==> src/rtl/mbe_pkg.sv <==
`timescale 1ns / 1ps

package mbe_pkg;

   // fixed-point format of c and z: signed Q4.28
   localparam int Q_FRAC = 28;
   localparam int DATA_W = 32;

   // coordinate and size widths
   localparam int PIX_W  = 12;
   localparam int SIZE_W = 13;

   // mapping divider: |(max - min) * p| < 2^44
   localparam int DIVD_W = 44;
   localparam int DIVS_W = SIZE_W;

   // configuration port
   localparam int CSR_ADDR_W = 5;

   // iteration limit default
   localparam int ITER_LIMIT_DEF = 250;

   // escape bound 4.0 in the Q8.56 product format
   localparam logic [63:0] ESC_LIMIT = 64'h0400_0000_0000_0000;

   // color ramp steps
   localparam logic [8:0] RED_STEP   = 9'd10;
   localparam logic [8:0] GREEN_STEP = 9'd5;
   localparam logic [8:0] COLOR_MOD  = 9'd255;

   // register reset values
   localparam logic [31:0] X_MIN_RST = 32'hDC00_0000;
   localparam logic [31:0] X_MAX_RST = 32'h0C00_0000;
   localparam logic [31:0] Y_MIN_RST = 32'hE800_0000;
   localparam logic [31:0] Y_MAX_RST = 32'h1800_0000;
   localparam logic [SIZE_W-1:0] WIDTH_RST  = 13'd800;
   localparam logic [SIZE_W-1:0] HEIGHT_RST = 13'd600;

   // register word indexes
   typedef enum logic [2:0] {
      CSR_X_MIN  = 3'd0,
      CSR_X_MAX  = 3'd1,
      CSR_Y_MIN  = 3'd2,
      CSR_Y_MAX  = 3'd3,
      CSR_WIDTH  = 3'd4,
      CSR_HEIGHT = 3'd5
   } csr_index_type;

   // divider status toward the sequencer
   typedef struct packed {
      logic run;
      logic done;
   } div_stat_type;

   // clamp a wide signed value to the 32-bit Q4.28 range
   function automatic logic signed [31:0] sat_q32(input logic signed [63:0] v);
      if (v > 64'sd2147483647) begin
         return 32'sh7FFF_FFFF;
      end else if (v < -64'sd2147483648) begin
         return 32'sh8000_0000;
      end else begin
         return $signed(v[31:0]);
      end
   endfunction

endpackage

==> src/rtl/mbe_div.sv <==
`timescale 1ns / 1ps

module mbe_div import mbe_pkg::*; (
   input  logic              clock,
   input  logic              reset,
   input  logic              start,
   input  logic [DIVD_W-1:0] dividend,
   input  logic [DIVS_W-1:0] divisor,
   output logic [DIVD_W-1:0] quotient,
   output div_stat_type      stat
);

   localparam int CNT_W = $clog2(DIVD_W);

   logic              run_ff;
   logic              done_ff;
   logic [CNT_W-1:0]  cnt_ff;
   logic [DIVD_W-1:0] quo_ff;
   logic [DIVD_W-1:0] quo_in;
   logic [DIVS_W-1:0] rem_ff;
   logic [DIVS_W-1:0] rem_in;
   logic [DIVS_W-1:0] dvs_ff;
   logic [DIVS_W:0]   trial;
   logic [DIVS_W:0]   trial_sub;
   logic              q_bit;

   // restoring step: one quotient bit per cycle, msb first
   always_comb begin
      trial     = {rem_ff, quo_ff[DIVD_W-1]};
      trial_sub = trial - {1'b0, dvs_ff};
      q_bit     = (trial >= {1'b0, dvs_ff});
      rem_in    = q_bit ? trial_sub[DIVS_W-1:0] : trial[DIVS_W-1:0];
      quo_in    = {quo_ff[DIVD_W-2:0], q_bit};
   end

   // control
   always_ff @(posedge clock) begin
      if (reset) begin
         run_ff  <= 1'b0;
         done_ff <= 1'b0;
         cnt_ff  <= '0;
      end else begin
         done_ff <= 1'b0;
         if (start) begin
            run_ff <= 1'b1;
            cnt_ff <= '0;
         end else if (run_ff) begin
            cnt_ff <= cnt_ff + CNT_W'(1);
            if (cnt_ff == CNT_W'(DIVD_W - 1)) begin
               run_ff  <= 1'b0;
               done_ff <= 1'b1;
            end
         end
      end
   end

   // dividend shifts out as the quotient shifts in
   always_ff @(posedge clock) begin
      if (start) begin
         quo_ff <= dividend;
         rem_ff <= '0;
         dvs_ff <= divisor;
      end else if (run_ff) begin
         quo_ff <= quo_in;
         rem_ff <= rem_in;
      end
   end

   assign quotient  = quo_ff;
   assign stat.run  = run_ff;
   assign stat.done = done_ff;

endmodule

==> config.mk <==
export PLATFORM = sky130hd
export DESIGN_NAME = mbe_div
export DESIGN_NICKNAME = d
export VERILOG_FILES = /design/src/rtl/mbe_pkg.sv /design/src/rtl/mbe_div.sv
export SDC_FILE = /design/constraint.sdc
export NUM_CORES = 1
export LEC_CHECK = 0
export ABC_AREA = 1
export ABC_CLOCK_PERIOD_IN_PS = 2800
export BUFFER_PORTS_ARGS = -buffer_cell sky130_fd_sc_hd__buf_2
export CAP_MARGIN = 20
export CORE_MARGIN = 1
export CORE_UTILIZATION = 47
export CTS_CLUSTER_SIZE = 30
export DETAILED_ROUTE_END_ITERATION = 16
export PLACE_DENSITY_LB_ADDON = 0.05
export SETUP_SLACK_MARGIN = 0.1
export SYNTH_ARGS = -nofsm -noshare
export SYNTH_HDL_FRONTEND = slang
export SYNTH_SLANG_ARGS = --single-unit
==> constraint.sdc <==
create_clock -name clock -period 2.8 [get_ports clock]
set_input_delay 0.14 -clock clock [delete_from_list [all_inputs] [get_ports clock]]
set_output_delay 0.14 -clock clock [all_outputs]
set_load 0.05 [all_outputs]
==> out/metrics.yaml, run 1 <==
outcome:
  status: "completed"
placed_design:
  place_hpwl_mm: 6.56
  io_buffers: 105
  gp_congestion: 0.907
route:
  wl_per_cell_um: 12.7
  route.detailed.drc: 0
  vias_per_cell: 4.84
  dr.pass1.iters: 5
  vias: 3566
  routed_wl_mm: 9.39
  final_antenna_net_count: 0
  drtIter0Drc: 148
synth:
  synth_mux_area_share_pct: 0
  synth_nets: 586
  synth_flop_cell: "edfxtp_1"
  synthDistinctLibCells: 32
  yosysTopAreaCellShare_pct: 41.0
  synth_edf_count: 57
  synth.largest_area_cell: "edfxtp_1"
  synth-simple-area-share_pct: 32.6
  postSynthCellCount: 511
  ys_seq_elements: 78
  synth_top_family_by_area: "simple AND/OR/NAND/NOR gates"
  yosysWarnings: 0
  syn-cell-area_mm2: 0.00418
  synth.avg_cell_area_um2: 8.18
  synthAdderAreaFrac_pct: 4.67
  async_flop_share_pct: 0
  synth_xor_area_share_pct: 1.05
  ys_top_cells_by_area: "edfxtp_1 (41%), nand2_1 (20%), dfxtp_1 (10%), inv_1 (5.5%), ha_1 (4.2%)"
  synth_compound_area_share_pct: 2.25
  synth_seq_area_share_pct: 51.0
worst_setup_path:
  crit_chain: "inv_1, ha_1, inv_1, fa_1, nand2_1, nand2_1, nand3_1, nand2_1, nand2_4, nand3_4, nand2_1, nand2_1"
  crit_path_max_incr_delay_ns: 0.43
  crit_path_start_kind: "flop"
  critPathBufInv: 2
  crit_type: "flop to flop"
  cp.required_ns: 2.90
  slowest_stage: "fa_1"
  critical-path-top-delay-family: "simple AND/OR/NAND/NOR gates"
  cp_max_fo: 15
  critPathCaptureType: "flop"
  arrival_ns: 2.41
  crit_path_frequent_cell: "nand2_1"
global_routing:
  grt_pass1_wl_mm: 15.4
  grt.overflow.total: 0
  antenna_found_initial: 0
  grt_pass1_vias: 3253
  grt_max_degree: 61
  track_usage_pct: 22.0
power:
  leakage_nw: 2.60
  p_per_area_mw_per_mm2: 601
  peakVddDrop_v: 0.000287
layout:
  final_cell_mix: "nand2_1 (226), buf_2 (105), inv_1 (60)"
  final_core_util_pct: 59.4
  nFillCells: 848
  area_delta_synth_final_pct: 23.4
  final_common_cell: "nand2_1"
  fin_nets: 699
  antenna_cells: 0
  layout-drive-gt1-share_pct: 23.4
cts:
  htreeDepth: 3
  cts_tree: "built"
  cts_buffers: 9
  cts_sinks: 78
  clkSlewWorstSetupHoldPaths_ns: 0.09
  insertion_delay_ns: 0.35
  clock_path_buffers: 2
  root_buffer: "clkbuf_8"
floorplan:
  start_util_pct: 48.2
  die_height_um: 96.3
  fp-row-count: 34
  dieArea_mm2: 0.00927
  core-area_mm2: 0.00868
  ios: 106
  die_w_um: 96.3
sta:
  fin_worst_skew_ns: 0.0137
  min_period_ns: 2.30
  slew_viol_final: 0
  max_freq_mhz: 434
  setup_viol: 0
  tns_ns: 0
  period_share_pct: 82.2
  worstMarginPinSlew_ns: 1.05
  grt_setup_unrepaired: "false"
  hold_viol_final: 0
  timing.slew.headroom_pct: 29.8
job:
  timing.max_cap.violations: 0
hold_path:
  min-delay-path-class: "primary input to flop"
## worst min-delay path, stage by stage
cell and delay [ns]:
buf_2 0.07, nand2_1 0.04, nand2_1 0.05
## flip-flops by register name, indices dropped and copies added (netlist names)
| register | count |
|---|---|
| run_ff | 1 |
| done_ff | 1 |
| dvs_ff | 13 |
| rem_ff | 13 |
| quotient | 44 |
| cnt_ff | 6 |
## Yosys cell counts (all sizes together) (4+ instances only)
master and n:
buf 9, nor3 4, o21ai 7, xnor2 4, nor3b 4, nand4 17, nand3 32, dfxtp 21
inv 68, nand2 230, a21oi 8, ha 14, edfxtp 57, clkbuf 10, nor2 20
## per-stage QoR
step	power [mW]	worst slack, ns	instance area, um2	instances	hold WS [ns]
3_3_place_gp	2.00	0.565	4760	707	0.318
5_1_grt	3.24	0.257	5160	737	0.0415
6_report	3.10	0.497	5160	737	0.0503
3_5_place_dp	2.00	0.474	4760	707	0.319
4_1_cts	3.13	0.475	5160	737	0.0259
2_1_floorplan	1.84	0.487	4180	511	0.218
## power by group
group,switching [mW],internal (mW),leakage [nW],total (mW)
Combinational,0.440,0.162,1.73,0.602
Sequential,0.0441,1.35,0.749,1.39
Clock,0.427,0.684,0.129,1.11
Total,0.911,2.19,2.60,3.10
## final cells by class
| class | instances | area, um2 | area share [%] |
|---|---|---|---|
| Multi-Input combinational cell | 346 | 1690 | 32.8 |
| Clock inverter | 6 | 133 | 2.57 |
| Tap cell | 108 | 135 | 2.62 |
| Timing Repair Buffer | 121 | 681 | 13.2 |
| Clock buffer | 10 | 128 | 2.47 |
| Sequential cell | 78 | 2130 | 41.3 |
| Inverter | 68 | 255 | 4.95 |
## per-layer routing
metal / routed length (um) / up-vias / track usage [%] / share of wire [%]
met3: 588 / 16 / 6.16 / 6.3
met1: 4450 / 1610 / 30.1 / 47
met5: 0 / - / 0 / 0
met4: 177 / 0 / 8.46 / 1.9
li1: - / 1849 / - / -
met2: 4170 / 91 / 33.2 / 44
## worst paths after layout
kind / startpoint / depth (start not counted) / end / slack (ns)
max: quotient[43]$_DFFE_PP_ / 12 / quotient[0]$_DFFE_PP_ / 0.50
min: dividend[24] / 3 / quotient[24]$_DFFE_PP_ / 0.05
max reg2reg: quotient[43]$_DFFE_PP_ / 12 / quotient[0]$_DFFE_PP_ / 0.50
min reg2reg: rem_ff[12]$_SDFFE_PP0P_ / 2 / rem_ff[12]$_SDFFE_PP0P_ / 0.48
## cell families after synthesis
kind of cell	after synthesis
adders and majority gates	15
DFF	78
buffers and inverters	87
and+or+nand+nor	310
AOI/OAI and AO/OA	16
xor gates and xnor gates	5
## repair_timing
| action | CTS | global route |
|---|---|---|
| setup buffers | 0 | 0 |
| endpoints found under the hold margin | 14 | 0 |
| gates resized for setup | 0 | 0 |
| hold buffers | 14 | 0 |
| endpoints found under the setup margin | 0 | 0 |
(Power assumes the default switching activity.)
==> run 2: changes to the inputs <==
Settings changed: ABC_CLOCK_PERIOD_IN_PS 2800 to 1850.
Clock period 2.8 ns to 1.85 ns, I/O delays scaled along.
==> out/metrics.yaml, run 2 (same netlist as run 1, synthesis figures left out) <==
sta:
  grt_setup_unrepaired: "true"  # was false
  hold_viol_final: 0  # unchanged
  period_share_pct: 105  # was 82.2%
  slew_viol_final: 0  # unchanged
  max_freq_mhz: 516  # was 434 MHz
  timing.slew.headroom_pct: 51.0  # was 29.8%
  fin_worst_skew_ns: 0.0177  # was 0.0137 ns
  setup_viol: 14  # was 0
  worstMarginPinSlew_ns: 0.735  # was 1.05 ns
  min_period_ns: 1.94  # was 2.30 ns
  layout_setup_ws_ns: -0.0883  # was 0.497 ns
route:
  dr.pass1.iters: 4  # was 5
  route.detailed.drc: 0  # unchanged
  highest_layer: "met4"  # unchanged
  routed_wl_mm: 10.0  # was 9.39 mm
  vias_per_cell: 4.80  # was 4.84
  final_antenna_net_count: 0  # unchanged
  vias: 3696  # was 3,566
  wl_met3_um: 589  # was 588 um
  wl_per_cell_um: 13.0  # was 12.7 um
  drtIter0Drc: 113  # was 148
  wl_met2_mm: 4.53  # was 4.17 mm
  met1Wirelength_mm: 4.73  # was 4.45 mm
layout:
  nFillCells: 782  # was 848
  stdcell_count: 770  # was 737
  final_common_cell: "nand2_1"  # unchanged
  largest_reg_flops: 44  # unchanged
  regArea_mm2: 0.00213  # unchanged
  antenna_cells: 0  # unchanged
  fin_nets: 732  # was 699
  area_delta_synth_final_pct: 31.2  # was 23.4%
  final_cell_mix: "nand2_1 (216), buf_2 (105), inv_1 (58)"  # was nand2_1 (226), buf_2 (105), inv_1 (60)
  multi_input_area_mm2: 0.00177  # was 0.00169 mm2
  layout-drive-gt1-share_pct: 29.9  # was 23.4%
cts:
  clkSlewWorstSetupHoldPaths_ns: 0.09  # about the same
  htreeDepth: 3  # unchanged
  clock_path_buffers: 2  # unchanged
  cts_tree: "built"  # unchanged
  cts_sinks: 78  # unchanged
  insertion_delay_ns: 0.35  # about the same
  root_buffer: "clkbuf_8"  # unchanged
  cts_buffers: 9  # unchanged
placed_design:
  placed_cells: 728  # was 707
  dp_slack_ns: -0.139  # was 0.474 ns
  gp_congestion: 0.879  # was 0.907
  io_buffers: 105  # unchanged
  place_hpwl_mm: 7.03  # was 6.56 mm
worst_setup_path:
  crit_path_start_kind: "flop"  # unchanged
  rrSetupSlack_ns: -0.09  # was 0.50 ns
  rr_endpoint: "rem_ff[0]$_SDFFE_PP0P_"  # was quotient[0]$_DFFE_PP_
  worstReg2RegStart: "quotient[43]$_DFFE_PP_"  # unchanged
  cp_max_fo: 5  # was 15
  crit_type: "flop to flop"  # unchanged
  ff2ff_path_depth: 14  # was 12
  cp.required_ns: 2.12  # was 2.90 ns
  critPathCaptureType: "flop"  # unchanged
  arrival_ns: 2.21  # was 2.41 ns
global_routing:
  grt_pass1_vias: 3406  # was 3,253
  antenna_found_initial: 0  # unchanged
  grt.overflow.total: 0  # unchanged
  grt_pass1_wl_mm: 16.0  # was 15.4 mm
  track_usage_pct: 22.8  # was 22.0%
  grt_max_degree: 46  # was 61
power:
  peakVddDrop_v: 0.000467  # was 0.000287 V
  power_mw: 4.40  # was 3.10 mW
  leakage_nw: 2.76  # was 2.60 nW
  p_per_area_mw_per_mm2: 803  # was 601 mW/mm2
outcome:
  status: "finished, violations left"  # was completed
  violations: "setup timing"
job:
  timing.max_cap.violations: 0  # unchanged
floorplan:
  dieArea_mm2: 0.00927  # unchanged
  die_w_um: 96.3  # unchanged
  die_height_um: 96.3  # unchanged
  start_util_pct: 48.2  # unchanged
  core-area_mm2: 0.00868  # unchanged
  ios: 106  # unchanged
  fp-row-count: 34  # unchanged
hold_path:
  hold_end: "quotient[4]$_DFFE_PP_"  # was quotient[24]$_DFFE_PP_
  whs_path_depth: 3  # unchanged
  min-delay-start: "dividend[4]"  # was dividend[24]
  min-delay-path-class: "primary input to flop"  # unchanged
run 2: cell types whose count changed in the layout (fill, tap and decap cells not counted), sizes merged:
cell         previous run  this run
buf                   107       137
bufinv                  4         1
dlygate4sd3            14        17
clkinv                  1         3
clkinvlp                0         2
inv                    69        67
clkbuf                 10        11
run 2: per-stage QoR:
stage               cell area [um2]  utilization [%]  TNS, ns  hold WS [ns]
floorplan                      4190                -    -6.30         0.171
global placement               4970             57.3   -0.501         0.269
detailed placement             4970             57.3   -0.899         0.271
CTS                            5430             62.6   -0.983      0.000187
global route                   5480             63.2    -2.35       0.00653
finish                         5480             63.2   -0.772       0.00594
run 2: layout make-up:
type                       instances  area share, %
clock inverter                     5           1.10
clock buffer                      11           2.40
tap                              108           2.46
timing repair buffer             154           18.2
sequential                        78           38.9
multi-input combinational        346           32.2
inverter                          68           4.72
run 2: worst max-delay path, stage by stage (launching register included):
cell      delay [ns]
edfxtp_1        0.40
inv_2           0.10
ha_4            0.13
inv_2           0.04
fa_2            0.36
nand2_2         0.08
nand2_2         0.06
nand3_2         0.06
nand2_2         0.07
nand2_4         0.09
nand3_4         0.12
buf_6           0.17
nand2_2         0.06
nand3_1         0.06
o21ai_1         0.08
run 2: where the power goes:
group          total (mW)  switching (mW)  internal, mW  leakage [nW]
clock                1.27           0.643         0.628        0.0935
sequential           2.10          0.0681          2.03         0.749
combinational        1.03           0.705         0.326          1.91
total                4.40            1.42          2.99          2.76
run 2: how the worst max path moves through the flow:
stage          slack, ns                endpoint                    from
5_1_grt            -0.20  rem_ff[2]$_SDFFE_PP0P_  quotient[43]$_DFFE_PP_
3_3_place_gp       -0.09  rem_ff[9]$_SDFFE_PP0P_  quotient[43]$_DFFE_PP_
2_1_floorplan      -0.38   quotient[0]$_DFFE_PP_  quotient[43]$_DFFE_PP_
3_5_place_dp       -0.14  rem_ff[9]$_SDFFE_PP0P_  quotient[43]$_DFFE_PP_
4_1_cts            -0.09  rem_ff[2]$_SDFFE_PP0P_  quotient[43]$_DFFE_PP_
6_report           -0.09  rem_ff[0]$_SDFFE_PP0P_  quotient[43]$_DFFE_PP_
run 2: repair_timing:
| action | in CTS | in global routing |
|---|---|---|
| hold endpoints to repair | 17 | 0 |
| hold buffers | 17 | 0 |
| buffers inserted | 8 | 1 |
| pin swaps | 5 | 6 |
| setup endpoints to repair | 14 | 14 |
| gates cloned | 0 | 0 |
| resized for setup | 12 | 12 |
run 2: layer usage:
metal | track usage [%] | vias up
met3 | 4.98 | 17
met5 | 0 | -
met2 | 34.8 | 100
met4 | 9.07 | 0
li1 | - | 1915
met1 | 31.7 | 1664
